$ cat src/sv/pavt_pkg.sv
`timescale 1ns / 1ps
// ----------------------------------------------------------------------------
// pavt_pkg
// Shared types, constants and the step program of the vertex thinning block.
// ----------------------------------------------------------------------------
package pavt_pkg;

   localparam int COORD_BITS = 16;
   localparam int COORD_W    = 16;
   localparam logic [COORD_W-1:0] COORD_MASK =
      COORD_W'((64'd1 << COORD_BITS) - 64'd1);

   localparam int VALUE_W = 32;
   localparam int COS_W   = 17;
   localparam int SCALE_W = 16;
   localparam int LIMB_W  = 32;
   localparam int PROD_W  = 64;
   localparam int ACC_W   = 192;
   localparam int STEP_W  = 6;

   localparam logic [STEP_W-1:0] LAST_STEP = 6'd40;

   localparam logic [COS_W-1:0]   COS_RESET   = 17'd65286;
   localparam logic [SCALE_W-1:0] SCALE_RESET = 16'd1;

   // register indexes on the csr port
   localparam logic [1:0] CSR_COS_TOL = 2'd0;
   localparam logic [1:0] CSR_PIXEL_W = 2'd1;
   localparam logic [1:0] CSR_PIXEL_H = 2'd2;

   typedef enum logic [1:0] {
      K_NOP = 2'd0,
      K_MUL = 2'd1,
      K_DOT = 2'd2,
      K_CMP = 2'd3
   } kind_type;

   // 32-bit operand limbs feeding the shared multiplier
   typedef enum logic [4:0] {
      SRC_DAX   = 5'd0,
      SRC_DAY   = 5'd1,
      SRC_DBX   = 5'd2,
      SRC_DBY   = 5'd3,
      SRC_PW    = 5'd4,
      SRC_PH    = 5'd5,
      SRC_AX    = 5'd6,
      SRC_AY    = 5'd7,
      SRC_BX    = 5'd8,
      SRC_BY    = 5'd9,
      SRC_CT    = 5'd10,
      SRC_CT2_0 = 5'd11,
      SRC_CT2_1 = 5'd12,
      SRC_A0    = 5'd13,
      SRC_A1    = 5'd14,
      SRC_A2    = 5'd15,
      SRC_B0    = 5'd16,
      SRC_B1    = 5'd17,
      SRC_B2    = 5'd18,
      SRC_C0    = 5'd19,
      SRC_C1    = 5'd20,
      SRC_C2    = 5'd21,
      SRC_C3    = 5'd22,
      SRC_D0    = 5'd23,
      SRC_D1    = 5'd24,
      SRC_D2    = 5'd25
   } src_type;

   typedef enum logic [3:0] {
      DST_NONE = 4'd0,
      DST_AX   = 4'd1,
      DST_AY   = 4'd2,
      DST_BX   = 4'd3,
      DST_BY   = 4'd4,
      DST_A    = 4'd5,
      DST_B    = 4'd6,
      DST_TX   = 4'd7,
      DST_TY   = 4'd8,
      DST_CT2  = 4'd9,
      DST_C    = 4'd10,
      DST_D2   = 4'd11,
      DST_R    = 4'd12
   } dst_type;

   typedef struct packed {
      kind_type   kind;
      src_type    xsel;
      src_type    ysel;
      logic [2:0] k;
      logic       first;
      dst_type    dst;
   } step_type;

   typedef struct packed {
      logic       mul;
      logic       first;
      logic [2:0] k;
      dst_type    dst;
   } mac_cmd_type;

   typedef struct packed {
      logic             we;
      dst_type          dst;
      logic [ACC_W-1:0] value;
   } wb_type;

   typedef struct packed {
      logic [COORD_W-1:0] older_col;
      logic [COORD_W-1:0] older_row;
      logic [COORD_W-1:0] middle_col;
      logic [COORD_W-1:0] middle_row;
      logic [COORD_W-1:0] new_col;
      logic [COORD_W-1:0] new_row;
   } win_type;

   typedef struct packed {
      logic [COS_W-1:0]   cos_tol;
      logic [SCALE_W-1:0] pixel_w;
      logic [SCALE_W-1:0] pixel_h;
   } cfg_type;

   typedef struct packed {
      logic done;
      logic keep;
   } eval_status_type;

   function automatic step_type mk_step(input kind_type kind, input src_type xs,
                                        input src_type ys, input logic [2:0] k,
                                        input logic first, input dst_type dst);
      step_type r;
      r.kind  = kind;
      r.xsel  = xs;
      r.ysel  = ys;
      r.k     = k;
      r.first = first;
      r.dst   = dst;
      return r;
   endfunction

   // step program: scaled deltas, squared lengths, dot terms, ct^2, ct^2*A, d^2, ct^2*A*B, compare
   function automatic step_type step_rom(input logic [STEP_W-1:0] s);
      step_type r;
      case (s)
         6'd0:  r = mk_step(K_MUL, SRC_DAX, SRC_PW, 3'd0, 1'b1, DST_AX);
         6'd1:  r = mk_step(K_MUL, SRC_DAY, SRC_PH, 3'd0, 1'b1, DST_AY);
         6'd2:  r = mk_step(K_MUL, SRC_DBX, SRC_PW, 3'd0, 1'b1, DST_BX);
         6'd3:  r = mk_step(K_MUL, SRC_DBY, SRC_PH, 3'd0, 1'b1, DST_BY);
         6'd4:  r = mk_step(K_MUL, SRC_AX, SRC_AX, 3'd0, 1'b1, DST_NONE);
         6'd5:  r = mk_step(K_MUL, SRC_AY, SRC_AY, 3'd0, 1'b0, DST_A);
         6'd6:  r = mk_step(K_MUL, SRC_BX, SRC_BX, 3'd0, 1'b1, DST_NONE);
         6'd7:  r = mk_step(K_MUL, SRC_BY, SRC_BY, 3'd0, 1'b0, DST_B);
         6'd8:  r = mk_step(K_MUL, SRC_AX, SRC_BX, 3'd0, 1'b1, DST_TX);
         6'd9:  r = mk_step(K_MUL, SRC_AY, SRC_BY, 3'd0, 1'b1, DST_TY);
         6'd10: r = mk_step(K_MUL, SRC_CT, SRC_CT, 3'd0, 1'b1, DST_CT2);
         6'd11: r = mk_step(K_DOT, SRC_DAX, SRC_DAX, 3'd0, 1'b0, DST_NONE);
         6'd12: r = mk_step(K_MUL, SRC_CT2_0, SRC_A0, 3'd0, 1'b1, DST_NONE);
         6'd13: r = mk_step(K_MUL, SRC_CT2_0, SRC_A1, 3'd1, 1'b0, DST_NONE);
         6'd14: r = mk_step(K_MUL, SRC_CT2_0, SRC_A2, 3'd2, 1'b0, DST_NONE);
         6'd15: r = mk_step(K_MUL, SRC_CT2_1, SRC_A0, 3'd1, 1'b0, DST_NONE);
         6'd16: r = mk_step(K_MUL, SRC_CT2_1, SRC_A1, 3'd2, 1'b0, DST_NONE);
         6'd17: r = mk_step(K_MUL, SRC_CT2_1, SRC_A2, 3'd3, 1'b0, DST_C);
         6'd18: r = mk_step(K_MUL, SRC_D0, SRC_D0, 3'd0, 1'b1, DST_NONE);
         6'd19: r = mk_step(K_MUL, SRC_D0, SRC_D1, 3'd1, 1'b0, DST_NONE);
         6'd20: r = mk_step(K_MUL, SRC_D0, SRC_D2, 3'd2, 1'b0, DST_NONE);
         6'd21: r = mk_step(K_MUL, SRC_D1, SRC_D0, 3'd1, 1'b0, DST_NONE);
         6'd22: r = mk_step(K_MUL, SRC_D1, SRC_D1, 3'd2, 1'b0, DST_NONE);
         6'd23: r = mk_step(K_MUL, SRC_D1, SRC_D2, 3'd3, 1'b0, DST_NONE);
         6'd24: r = mk_step(K_MUL, SRC_D2, SRC_D0, 3'd2, 1'b0, DST_NONE);
         6'd25: r = mk_step(K_MUL, SRC_D2, SRC_D1, 3'd3, 1'b0, DST_NONE);
         6'd26: r = mk_step(K_MUL, SRC_D2, SRC_D2, 3'd4, 1'b0, DST_D2);
         6'd27: r = mk_step(K_MUL, SRC_C0, SRC_B0, 3'd0, 1'b1, DST_NONE);
         6'd28: r = mk_step(K_MUL, SRC_C0, SRC_B1, 3'd1, 1'b0, DST_NONE);
         6'd29: r = mk_step(K_MUL, SRC_C0, SRC_B2, 3'd2, 1'b0, DST_NONE);
         6'd30: r = mk_step(K_MUL, SRC_C1, SRC_B0, 3'd1, 1'b0, DST_NONE);
         6'd31: r = mk_step(K_MUL, SRC_C1, SRC_B1, 3'd2, 1'b0, DST_NONE);
         6'd32: r = mk_step(K_MUL, SRC_C1, SRC_B2, 3'd3, 1'b0, DST_NONE);
         6'd33: r = mk_step(K_MUL, SRC_C2, SRC_B0, 3'd2, 1'b0, DST_NONE);
         6'd34: r = mk_step(K_MUL, SRC_C2, SRC_B1, 3'd3, 1'b0, DST_NONE);
         6'd35: r = mk_step(K_MUL, SRC_C2, SRC_B2, 3'd4, 1'b0, DST_NONE);
         6'd36: r = mk_step(K_MUL, SRC_C3, SRC_B0, 3'd3, 1'b0, DST_NONE);
         6'd37: r = mk_step(K_MUL, SRC_C3, SRC_B1, 3'd4, 1'b0, DST_NONE);
         6'd38: r = mk_step(K_MUL, SRC_C3, SRC_B2, 3'd5, 1'b0, DST_R);
         6'd40: r = mk_step(K_CMP, SRC_DAX, SRC_DAX, 3'd0, 1'b0, DST_NONE);
         default: r = mk_step(K_NOP, SRC_DAX, SRC_DAX, 3'd0, 1'b0, DST_NONE);
      endcase
      return r;
   endfunction

endpackage

$ cat src/sv/pavt_ctrl.sv
`timescale 1ns / 1ps
// ----------------------------------------------------------------------------
// pavt_ctrl
// Request handshake, point window, config registers and the result register.
// ----------------------------------------------------------------------------
module pavt_ctrl (
   input  logic                            clock,
   input  logic                            reset,
   input  logic                            req_tvalid,
   output logic                            req_tready,
   input  logic [63:0]                     req_tdata,
   input  logic                            req_tlast,
   output logic                            rsp_tvalid,
   input  logic                            rsp_tready,
   output logic [63:0]                     rsp_tdata,
   output logic                            rsp_tlast,
   input  logic                            csr_valid,
   output logic                            csr_ready,
   input  logic [1:0]                      csr_index,
   input  logic [pavt_pkg::COS_W-1:0]      csr_wdata,
   output pavt_pkg::win_type               win,
   output pavt_pkg::cfg_type               cfg,
   output logic                            start,
   input  pavt_pkg::eval_status_type       status
);

   typedef enum logic [5:0] {
      ST_IDLE     = 6'b000001,
      ST_ROUTE    = 6'b000010,
      ST_EVAL     = 6'b000100,
      ST_EMIT_MID = 6'b001000,
      ST_SHIFT    = 6'b010000,
      ST_EMIT_NEW = 6'b100000
   } state_type;

   state_type state_ff, state_in;
   logic [1:0] seen_ff, seen_in;

   logic [pavt_pkg::COORD_W-1:0] older_col_ff, older_col_in, older_row_ff, older_row_in;
   logic [pavt_pkg::COORD_W-1:0] middle_col_ff, middle_col_in, middle_row_ff, middle_row_in;
   logic [pavt_pkg::VALUE_W-1:0] middle_value_ff, middle_value_in;
   logic [pavt_pkg::COORD_W-1:0] new_col_ff, new_col_in, new_row_ff, new_row_in;
   logic [pavt_pkg::VALUE_W-1:0] new_value_ff, new_value_in;
   logic                         new_eoc_ff, new_eoc_in;

   logic                         rsp_valid_ff, rsp_valid_in;
   logic [pavt_pkg::COORD_W-1:0] rsp_col_ff, rsp_col_in, rsp_row_ff, rsp_row_in;
   logic [pavt_pkg::VALUE_W-1:0] rsp_value_ff, rsp_value_in;
   logic                         rsp_last_ff, rsp_last_in;

   logic [pavt_pkg::COS_W-1:0]   cos_tol_ff;
   logic [pavt_pkg::SCALE_W-1:0] pixel_w_ff, pixel_h_ff;

   logic out_free;

   assign req_tready = (state_ff == ST_IDLE);
   assign csr_ready  = 1'b1;
   assign out_free   = !rsp_valid_ff || rsp_tready;

   always_comb begin
      state_in        = state_ff;
      seen_in         = seen_ff;
      older_col_in    = older_col_ff;
      older_row_in    = older_row_ff;
      middle_col_in   = middle_col_ff;
      middle_row_in   = middle_row_ff;
      middle_value_in = middle_value_ff;
      new_col_in      = new_col_ff;
      new_row_in      = new_row_ff;
      new_value_in    = new_value_ff;
      new_eoc_in      = new_eoc_ff;
      rsp_valid_in    = rsp_valid_ff && !rsp_tready;
      rsp_col_in      = rsp_col_ff;
      rsp_row_in      = rsp_row_ff;
      rsp_value_in    = rsp_value_ff;
      rsp_last_in     = rsp_last_ff;
      start           = 1'b0;
      case (state_ff)
         ST_IDLE: begin
            if (req_tvalid) begin
               new_col_in   = req_tdata[15:0] & pavt_pkg::COORD_MASK;
               new_row_in   = req_tdata[31:16] & pavt_pkg::COORD_MASK;
               new_value_in = req_tdata[63:32];
               new_eoc_in   = req_tlast;
               state_in     = ST_ROUTE;
            end
         end
         ST_ROUTE: begin
            case (seen_ff)
               2'd0: begin
                  state_in = ST_EMIT_NEW;
               end
               2'd1: begin
                  middle_col_in   = new_col_ff;
                  middle_row_in   = new_row_ff;
                  middle_value_in = new_value_ff;
                  seen_in         = 2'd2;
                  state_in        = new_eoc_ff ? ST_EMIT_NEW : ST_IDLE;
               end
               default: begin
                  start    = 1'b1;
                  state_in = ST_EVAL;
               end
            endcase
         end
         ST_EVAL: begin
            if (status.done) begin
               state_in = status.keep ? ST_EMIT_MID : ST_SHIFT;
            end
         end
         ST_EMIT_MID: begin
            if (out_free) begin
               rsp_valid_in = 1'b1;
               rsp_col_in   = middle_col_ff;
               rsp_row_in   = middle_row_ff;
               rsp_value_in = middle_value_ff;
               rsp_last_in  = 1'b0;
               state_in     = ST_SHIFT;
            end
         end
         ST_SHIFT: begin
            older_col_in    = middle_col_ff;
            older_row_in    = middle_row_ff;
            middle_col_in   = new_col_ff;
            middle_row_in   = new_row_ff;
            middle_value_in = new_value_ff;
            seen_in         = 2'd2;
            state_in        = new_eoc_ff ? ST_EMIT_NEW : ST_IDLE;
         end
         ST_EMIT_NEW: begin
            if (out_free) begin
               rsp_valid_in = 1'b1;
               rsp_col_in   = new_col_ff;
               rsp_row_in   = new_row_ff;
               rsp_value_in = new_value_ff;
               rsp_last_in  = new_eoc_ff;
               // first point of a chain opens the window, otherwise the chain closes
               if (seen_ff == 2'd0) begin
                  older_col_in = new_col_ff;
                  older_row_in = new_row_ff;
                  seen_in      = new_eoc_ff ? 2'd0 : 2'd1;
               end else begin
                  seen_in = 2'd0;
               end
               state_in = ST_IDLE;
            end
         end
         default: begin
            state_in = ST_IDLE;
         end
      endcase
   end

   always_ff @(posedge clock) begin
      new_col_ff      <= new_col_in;
      new_row_ff      <= new_row_in;
      new_value_ff    <= new_value_in;
      new_eoc_ff      <= new_eoc_in;
      rsp_col_ff      <= rsp_col_in;
      rsp_row_ff      <= rsp_row_in;
      rsp_value_ff    <= rsp_value_in;
      rsp_last_ff     <= rsp_last_in;
      if (reset) begin
         state_ff        <= ST_IDLE;
         seen_ff         <= 2'd0;
         rsp_valid_ff    <= 1'b0;
         older_col_ff    <= '0;
         older_row_ff    <= '0;
         middle_col_ff   <= '0;
         middle_row_ff   <= '0;
         middle_value_ff <= '0;
         cos_tol_ff      <= pavt_pkg::COS_RESET;
         pixel_w_ff      <= pavt_pkg::SCALE_RESET;
         pixel_h_ff      <= pavt_pkg::SCALE_RESET;
      end else begin
         state_ff        <= state_in;
         seen_ff         <= seen_in;
         rsp_valid_ff    <= rsp_valid_in;
         older_col_ff    <= older_col_in;
         older_row_ff    <= older_row_in;
         middle_col_ff   <= middle_col_in;
         middle_row_ff   <= middle_row_in;
         middle_value_ff <= middle_value_in;
         if (csr_valid) begin
            case (csr_index)
               pavt_pkg::CSR_COS_TOL: cos_tol_ff <= csr_wdata;
               pavt_pkg::CSR_PIXEL_W: pixel_w_ff <= csr_wdata[pavt_pkg::SCALE_W-1:0];
               pavt_pkg::CSR_PIXEL_H: pixel_h_ff <= csr_wdata[pavt_pkg::SCALE_W-1:0];
               default: ;
            endcase
         end
      end
   end

   assign rsp_tvalid = rsp_valid_ff;
   assign rsp_tdata  = {rsp_value_ff, rsp_row_ff, rsp_col_ff};
   assign rsp_tlast  = rsp_last_ff;

   assign win.older_col  = older_col_ff;
   assign win.older_row  = older_row_ff;
   assign win.middle_col = middle_col_ff;
   assign win.middle_row = middle_row_ff;
   assign win.new_col    = new_col_ff;
   assign win.new_row    = new_row_ff;

   assign cfg.cos_tol = cos_tol_ff;
   assign cfg.pixel_w = pixel_w_ff;
   assign cfg.pixel_h = pixel_h_ff;

endmodule

$ cat config.mk
export PLATFORM = sky130hd
export DESIGN_NAME = pavt_ctrl
export DESIGN_NICKNAME = d
export VERILOG_FILES = /design/src/sv/pavt_pkg.sv /design/src/sv/pavt_ctrl.sv
export SDC_FILE = /design/constraint.sdc
export NUM_CORES = 1
export LEC_CHECK = 0
export ABC_CLOCK_PERIOD_IN_PS = 6400
export BUFFER_PORTS_ARGS = -buffer_cell sky130_fd_sc_hd__buf_2
export CAP_MARGIN = 10
export CORE_MARGIN = 5
export CORE_UTILIZATION = 51
export CTS_CLUSTER_DIAMETER = 200
export CTS_CLUSTER_SIZE = 10
export DETAILED_ROUTE_END_ITERATION = 10
export GPL_ROUTABILITY_DRIVEN = 0
export GPL_TIMING_DRIVEN = 1
export PLACE_DENSITY = 0.76
export SETUP_SLACK_MARGIN = 0.15
export SLEW_MARGIN = 20
export SYNTH_ARGS = -nofsm -noshare
export SYNTH_HDL_FRONTEND = slang
export SYNTH_SLANG_ARGS = --single-unit
export TNS_END_PERCENT = 50
$ cat constraint.sdc
create_clock -name clock -period 6.4 [get_ports clock]
set_input_delay 0 -clock clock [delete_from_list [all_inputs] [get_ports clock]]
set_output_delay 0 -clock clock [all_outputs]
set_load 0.03 [all_outputs]
==> impl_metrics.prom <==
# TYPE chip_impl_metric gauge
chip_impl_metric{name="timing_worst_slew_pin_value",unit="ns"} 1.10
chip_impl_metric{name="clock_latency_reported_for_the_late_side_of_the_worst_skew_pair",unit="ns"} 0.51
chip_impl_metric{name="leakage",unit="nW"} 5.65
chip_impl_metric{name="worst-path-buf-inv",unit=""} 1
chip_impl_info{name="min-delay-path-class",value="input pin to register"} 1
chip_impl_metric{name="cellPowerDensity",unit="nW/um2"} 295
chip_impl_metric{name="clock_pin_slew_worst_setup_and_hold_paths",unit="ns"} 0.06
chip_impl_metric{name="timing.fmax",unit="MHz"} 337
chip_impl_metric{name="route.detailed.wl_per_inst",unit="um"} 18.5
chip_impl_metric{name="power.clock.fraction",unit=""} 0.416
chip_impl_metric{name="placed_cells_incl_taps",unit=""} 1396
chip_impl_metric{name="synth_nets",unit=""} 965
chip_impl_info{name="layout_common_cells",value="302 x sky130_fd_sc_hd__buf_2, 227 x sky130_fd_sc_hd__nand2_1, 154 x sky130_fd_sc_hd__dfxtp_1"} 1
chip_impl_metric{name="grt_pass1_wl",unit="um"} 45800
chip_impl_metric{name="yosysUniqueCellTypes",unit=""} 42
chip_impl_metric{name="internal_power",unit="W"} 0.00311
chip_impl_metric{name="switching_share",unit=""} 0.240
chip_impl_metric{name="num_vias",unit=""} 8137
chip_impl_metric{name="syn_avg_cell_area",unit="um2"} 11.8
chip_impl_info{name="setup.worst_path.end_class",value="register"} 1
chip_impl_metric{name="clockBufferDepth",unit=""} 3
chip_impl_metric{name="finalNonFillerCells",unit=""} 1551
chip_impl_metric{name="first_global_vias",unit=""} 8418
chip_impl_info{name="worstPathCellList",value="or2_2, or4_1, nor2_4, buf_4"} 1
chip_impl_metric{name="postSynthCellCount",unit=""} 874
chip_impl_metric{name="fin_setup_tns",unit="ns"} 0
chip_impl_info{name="worstHoldEndpoint",value="cos_tol_ff[9]"} 1
chip_impl_info{name="worst-setup-path-type",value="register to register"} 1
chip_impl_metric{name="timing.critical_path.slowest_cell_delay",unit="ns"} 0.73
chip_impl_metric{name="maxSlewViolCount",unit=""} 0
chip_impl_metric{name="standard_cell_row_count",unit=""} 52
chip_impl_metric{name="synth-edff-count",unit=""} 130
chip_impl_metric{name="pin_count",unit=""} 305
chip_impl_metric{name="cts.htree.levels",unit=""} 2
chip_impl_metric{name="drt-pass1-iter-count",unit=""} 5
chip_impl_metric{name="max_cap_violations",unit=""} 0
chip_impl_metric{name="post_synthesis_instance_area",unit="um2"} 10300
chip_impl_metric{name="antennaDiodeCount",unit=""} 0
chip_impl_metric{name="final.fill_count",unit=""} 1412
chip_impl_metric{name="total_area_of_multi_input_combinational_cells",unit="um2"} 3060
chip_impl_metric{name="postLayoutSetupSlackWorst",unit="ns"} 3.43
chip_impl_info{name="worst_r2r_endpoint",value="rsp_row_ff[4]"} 1
chip_impl_metric{name="hpwl",unit="um"} 17400
chip_impl_info{name="synth-main-ff-cell",value="sky130_fd_sc_hd__dfxtp_1"} 1
chip_impl_info{name="run_status",value="complete, no violations"} 1
chip_impl_metric{name="design.final.nets",unit=""} 1347
chip_impl_metric{name="initial_utilization",unit=""} 0.513
chip_impl_metric{name="seq_power_share",unit=""} 0.497
chip_impl_metric{name="yosysWarnings",unit=""} 0
chip_impl_metric{name="post_drt_via_cell_ratio",unit=""} 5.25
chip_impl_metric{name="fraction_of_the_yosys_area_taken_by_sequential_cells",unit=""} 0.677
chip_impl_metric{name="finalWorstPathRequiredPeriod",unit="ns"} 2.97
chip_impl_metric{name="drc",unit=""} 0
chip_impl_info{name="layout_commonest_cell",value="sky130_fd_sc_hd__buf_2"} 1
chip_impl_metric{name="yosys_register_bits",unit=""} 284
chip_impl_metric{name="critPathRequiredTime",unit="ns"} 6.53
chip_impl_metric{name="grt_overflow",unit=""} 0
chip_impl_metric{name="asyncSetResetFlopFracSynth",unit=""} 0
chip_impl_metric{name="reg2reg_slack",unit="ns"} 3.43
chip_impl_metric{name="grt_antenna_before_repair",unit=""} 0
chip_impl_info{name="clock_tree_from_tritoncts",value="yes"} 1
chip_impl_metric{name="p_comb_frac",unit=""} 0.087
chip_impl_info{name="slowest_stage",value="sky130_fd_sc_hd__nor2_4"} 1
chip_impl_metric{name="total_power",unit="W"} 0.00410
chip_impl_metric{name="horizontal_die_dimension",unit="um"} 152
chip_impl_metric{name="skew",unit="ns"} 0.0152
chip_impl_metric{name="final_min_period_over_clock_period",unit=""} 0.464
chip_impl_metric{name="postRouteWirelength",unit="um"} 28700
chip_impl_metric{name="worst_hold_slack",unit="ns"} 0.111
chip_impl_metric{name="area.growth.synth_to_final",unit="%"} 34.6
chip_impl_metric{name="seqCellArea",unit="um2"} 6990
chip_impl_metric{name="holdPathStages",unit=""} 4
chip_impl_info{name="rsz0062_at_grt",value="false"} 1
chip_impl_metric{name="grt_max_degree",unit=""} 107
chip_impl_metric{name="cts_buffers",unit=""} 34
chip_impl_metric{name="drt-initial-drc-count",unit=""} 456
chip_impl_metric{name="cts.sinks",unit=""} 284
chip_impl_info{name="clock-root-buffer",value="sky130_fd_sc_hd__clkbuf_16"} 1
chip_impl_metric{name="antenna_violating_nets_post_route",unit=""} 0
chip_impl_metric{name="p_sw",unit="W"} 0.000986
chip_impl_metric{name="timing.final.hold_violations",unit=""} 0
chip_impl_metric{name="cp_data_arrival_time",unit="ns"} 3.10
chip_impl_metric{name="worst-path-max-fanout",unit=""} 36
chip_impl_metric{name="placement.io_buffers",unit=""} 303
chip_impl_metric{name="worstRegToRegCells",unit=""} 4
chip_impl_metric{name="finalSetupViolations",unit=""} 0
chip_impl_info{name="worstReg2RegStart",value="state_ff[4]"} 1
chip_impl_info{name="crit_family",value="simple AND/OR/NAND/NOR gates"} 1
chip_impl_metric{name="post_route_cells_drive_above_1_share",unit=""} 0.330
chip_impl_info{name="cp-start-kind",value="register"} 1
chip_impl_metric{name="floorplan.die_area",unit="um2"} 23200
chip_impl_info{name="worst_hold_startpoint",value="csr_valid"} 1
chip_impl_metric{name="gr-usage-all-layers",unit=""} 0.241
chip_impl_metric{name="floorplan.core_area",unit="um2"} 20100
chip_impl_metric{name="maxSlewHeadroom",unit=""} 0.266
chip_impl_metric{name="vdd_ir_drop_max",unit="uV"} 247
chip_impl_metric{name="dp_worst_setup_slack",unit="ns"} 3.24
chip_impl_metric{name="die_h",unit="um"} 152
metal layers:
layer | track usage | vias up | routed length [um]
met3 | 0.0744 | 81 | 2760
met5 | 0 | - | 0
li1 | - | 3778 | -
met4 | 0.0959 | 0 | 1040
met2 | 0.412 | 426 | 14100
met1 | 0.286 | 3852 | 10800
logic make-up after synthesis:
group                  after synthesis  share of synthesized area
flip-flops                         284                      0.677
XOR/XNOR                             2                    0.00170
multiplexers                        97                      0.103
other                                1                   0.000364
AO/OA/AOI/OAI                      120                     0.0609
AND/OR/NAND/NOR                    308                      0.126
buffers and inverters               62                     0.0308
through the flow:
| step | instance area (um2) | util |
|---|---|---|
| 2_1_floorplan | 10300 | - |
| 5_1_grt | 13900 | 0.690 |
| 3_3_place_gp | 12000 | 0.594 |
| 4_1_cts | 13900 | 0.690 |
| 6_report | 13900 | 0.690 |
| 3_5_place_dp | 12000 | 0.594 |
flip-flops by register name, summed over array words and instances (netlist names), 16 cells and up:
| name | count |
|---|---|
| rsp_value_ff | 32 |
| middle_value_ff | 32 |
| pixel_w_ff | 16 |
| rsp_col_ff | 16 |
| middle_col_ff | 16 |
| pixel_h_ff | 16 |
| new_value_ff | 32 |
| new_row_ff | 16 |
| older_col_ff | 16 |
| rsp_row_ff | 16 |
| cos_tol_ff | 17 |
| new_col_ff | 16 |
| middle_row_ff | 16 |
| older_row_ff | 16 |
cell type report:
class / instances / share of cell area
Tap cell: 270 / 0.0243
Clock inverter: 4 / 0.00306
Inverter: 6 / 0.00162
Multi-Input combinational cell: 528 / 0.220
Timing Repair Buffer: 402 / 0.180
Clock buffer: 57 / 0.0675
Sequential cell: 284 / 0.503
what timing repair did:
item	4_1_cts	5_1_grt
resized for setup	0	0
hold buffers	94	0
setup buffers	0	0
endpoints found under the setup margin	0	0
hold endpoints to repair	121	0
how the worst max path moves through the flow:
stage / start / to / slack (ns) / cells after the start
after floorplan: state_ff[4] / rsp_col_ff[0] / 2.02 / 3
after global placement: state_ff[3] / older_col_ff[6] / 3.34 / 5
after detailed placement: state_ff[3] / older_row_ff[3] / 3.24 / 5
after CTS: state_ff[3] / older_row_ff[8] / 3.22 / 5
after global routing: state_ff[4] / rsp_row_ff[4] / 3.28 / 4
final: state_ff[4] / rsp_row_ff[4] / 3.43 / 4
worst reg2reg max path, delay by kind of cell (launching register included):
| kind | cells | cell delay, ns |
|---|---|---|
| buffers and inverters | 1 | 0.59 |
| flip-flops | 1 | 0.36 |
| AND/OR/NAND/NOR | 3 | 1.64 |
cells in the mapped netlist, types with 2 or more instances:
library cell,count,area (um2)
sky130_fd_sc_hd__clkbuf_1,36,135
sky130_fd_sc_hd__buf_12,3,60.1
sky130_fd_sc_hd__and3b_1,2,17.5
sky130_fd_sc_hd__nand3b_1,14,105
sky130_fd_sc_hd__dfxtp_1,154,3080
sky130_fd_sc_hd__nand2b_1,3,18.8
sky130_fd_sc_hd__or2_2,2,12.5
sky130_fd_sc_hd__nor3_1,4,20.0
sky130_fd_sc_hd__or4_1,3,22.5
sky130_fd_sc_hd__buf_4,2,15.0
sky130_fd_sc_hd__mux2_2,62,698
sky130_fd_sc_hd__a21oi_1,110,551
sky130_fd_sc_hd__nor2_1,41,154
sky130_fd_sc_hd__buf_2,11,55.1
sky130_fd_sc_hd__o21ai_0,3,15.0
sky130_fd_sc_hd__buf_1,2,7.51
sky130_fd_sc_hd__nor4b_1,2,17.5
sky130_fd_sc_hd__mux2_4,2,30.0
sky130_fd_sc_hd__inv_1,6,22.5
sky130_fd_sc_hd__edfxtp_1,130,3900
sky130_fd_sc_hd__or3_1,2,12.5
sky130_fd_sc_hd__mux2i_1,33,330
sky130_fd_sc_hd__nand2_1,227,852
sky130_fd_sc_hd__buf_6,2,22.5
power groups by stage:
stage | sequential [W] | combinational [W] | clock, W
final | 0.00204 | 0.000355 | 0.00170
after global routing | 0.00205 | 0.000379 | 0.00182
after CTS | 0.00204 | 0.000353 | 0.00174
after detailed placement | 0.00207 | 0.000309 | 0
after global placement | 0.00207 | 0.000304 | 0
after floorplan | 0.00215 | 0.000111 | 0
No activity file was read; power rests on OpenSTA's default activity.
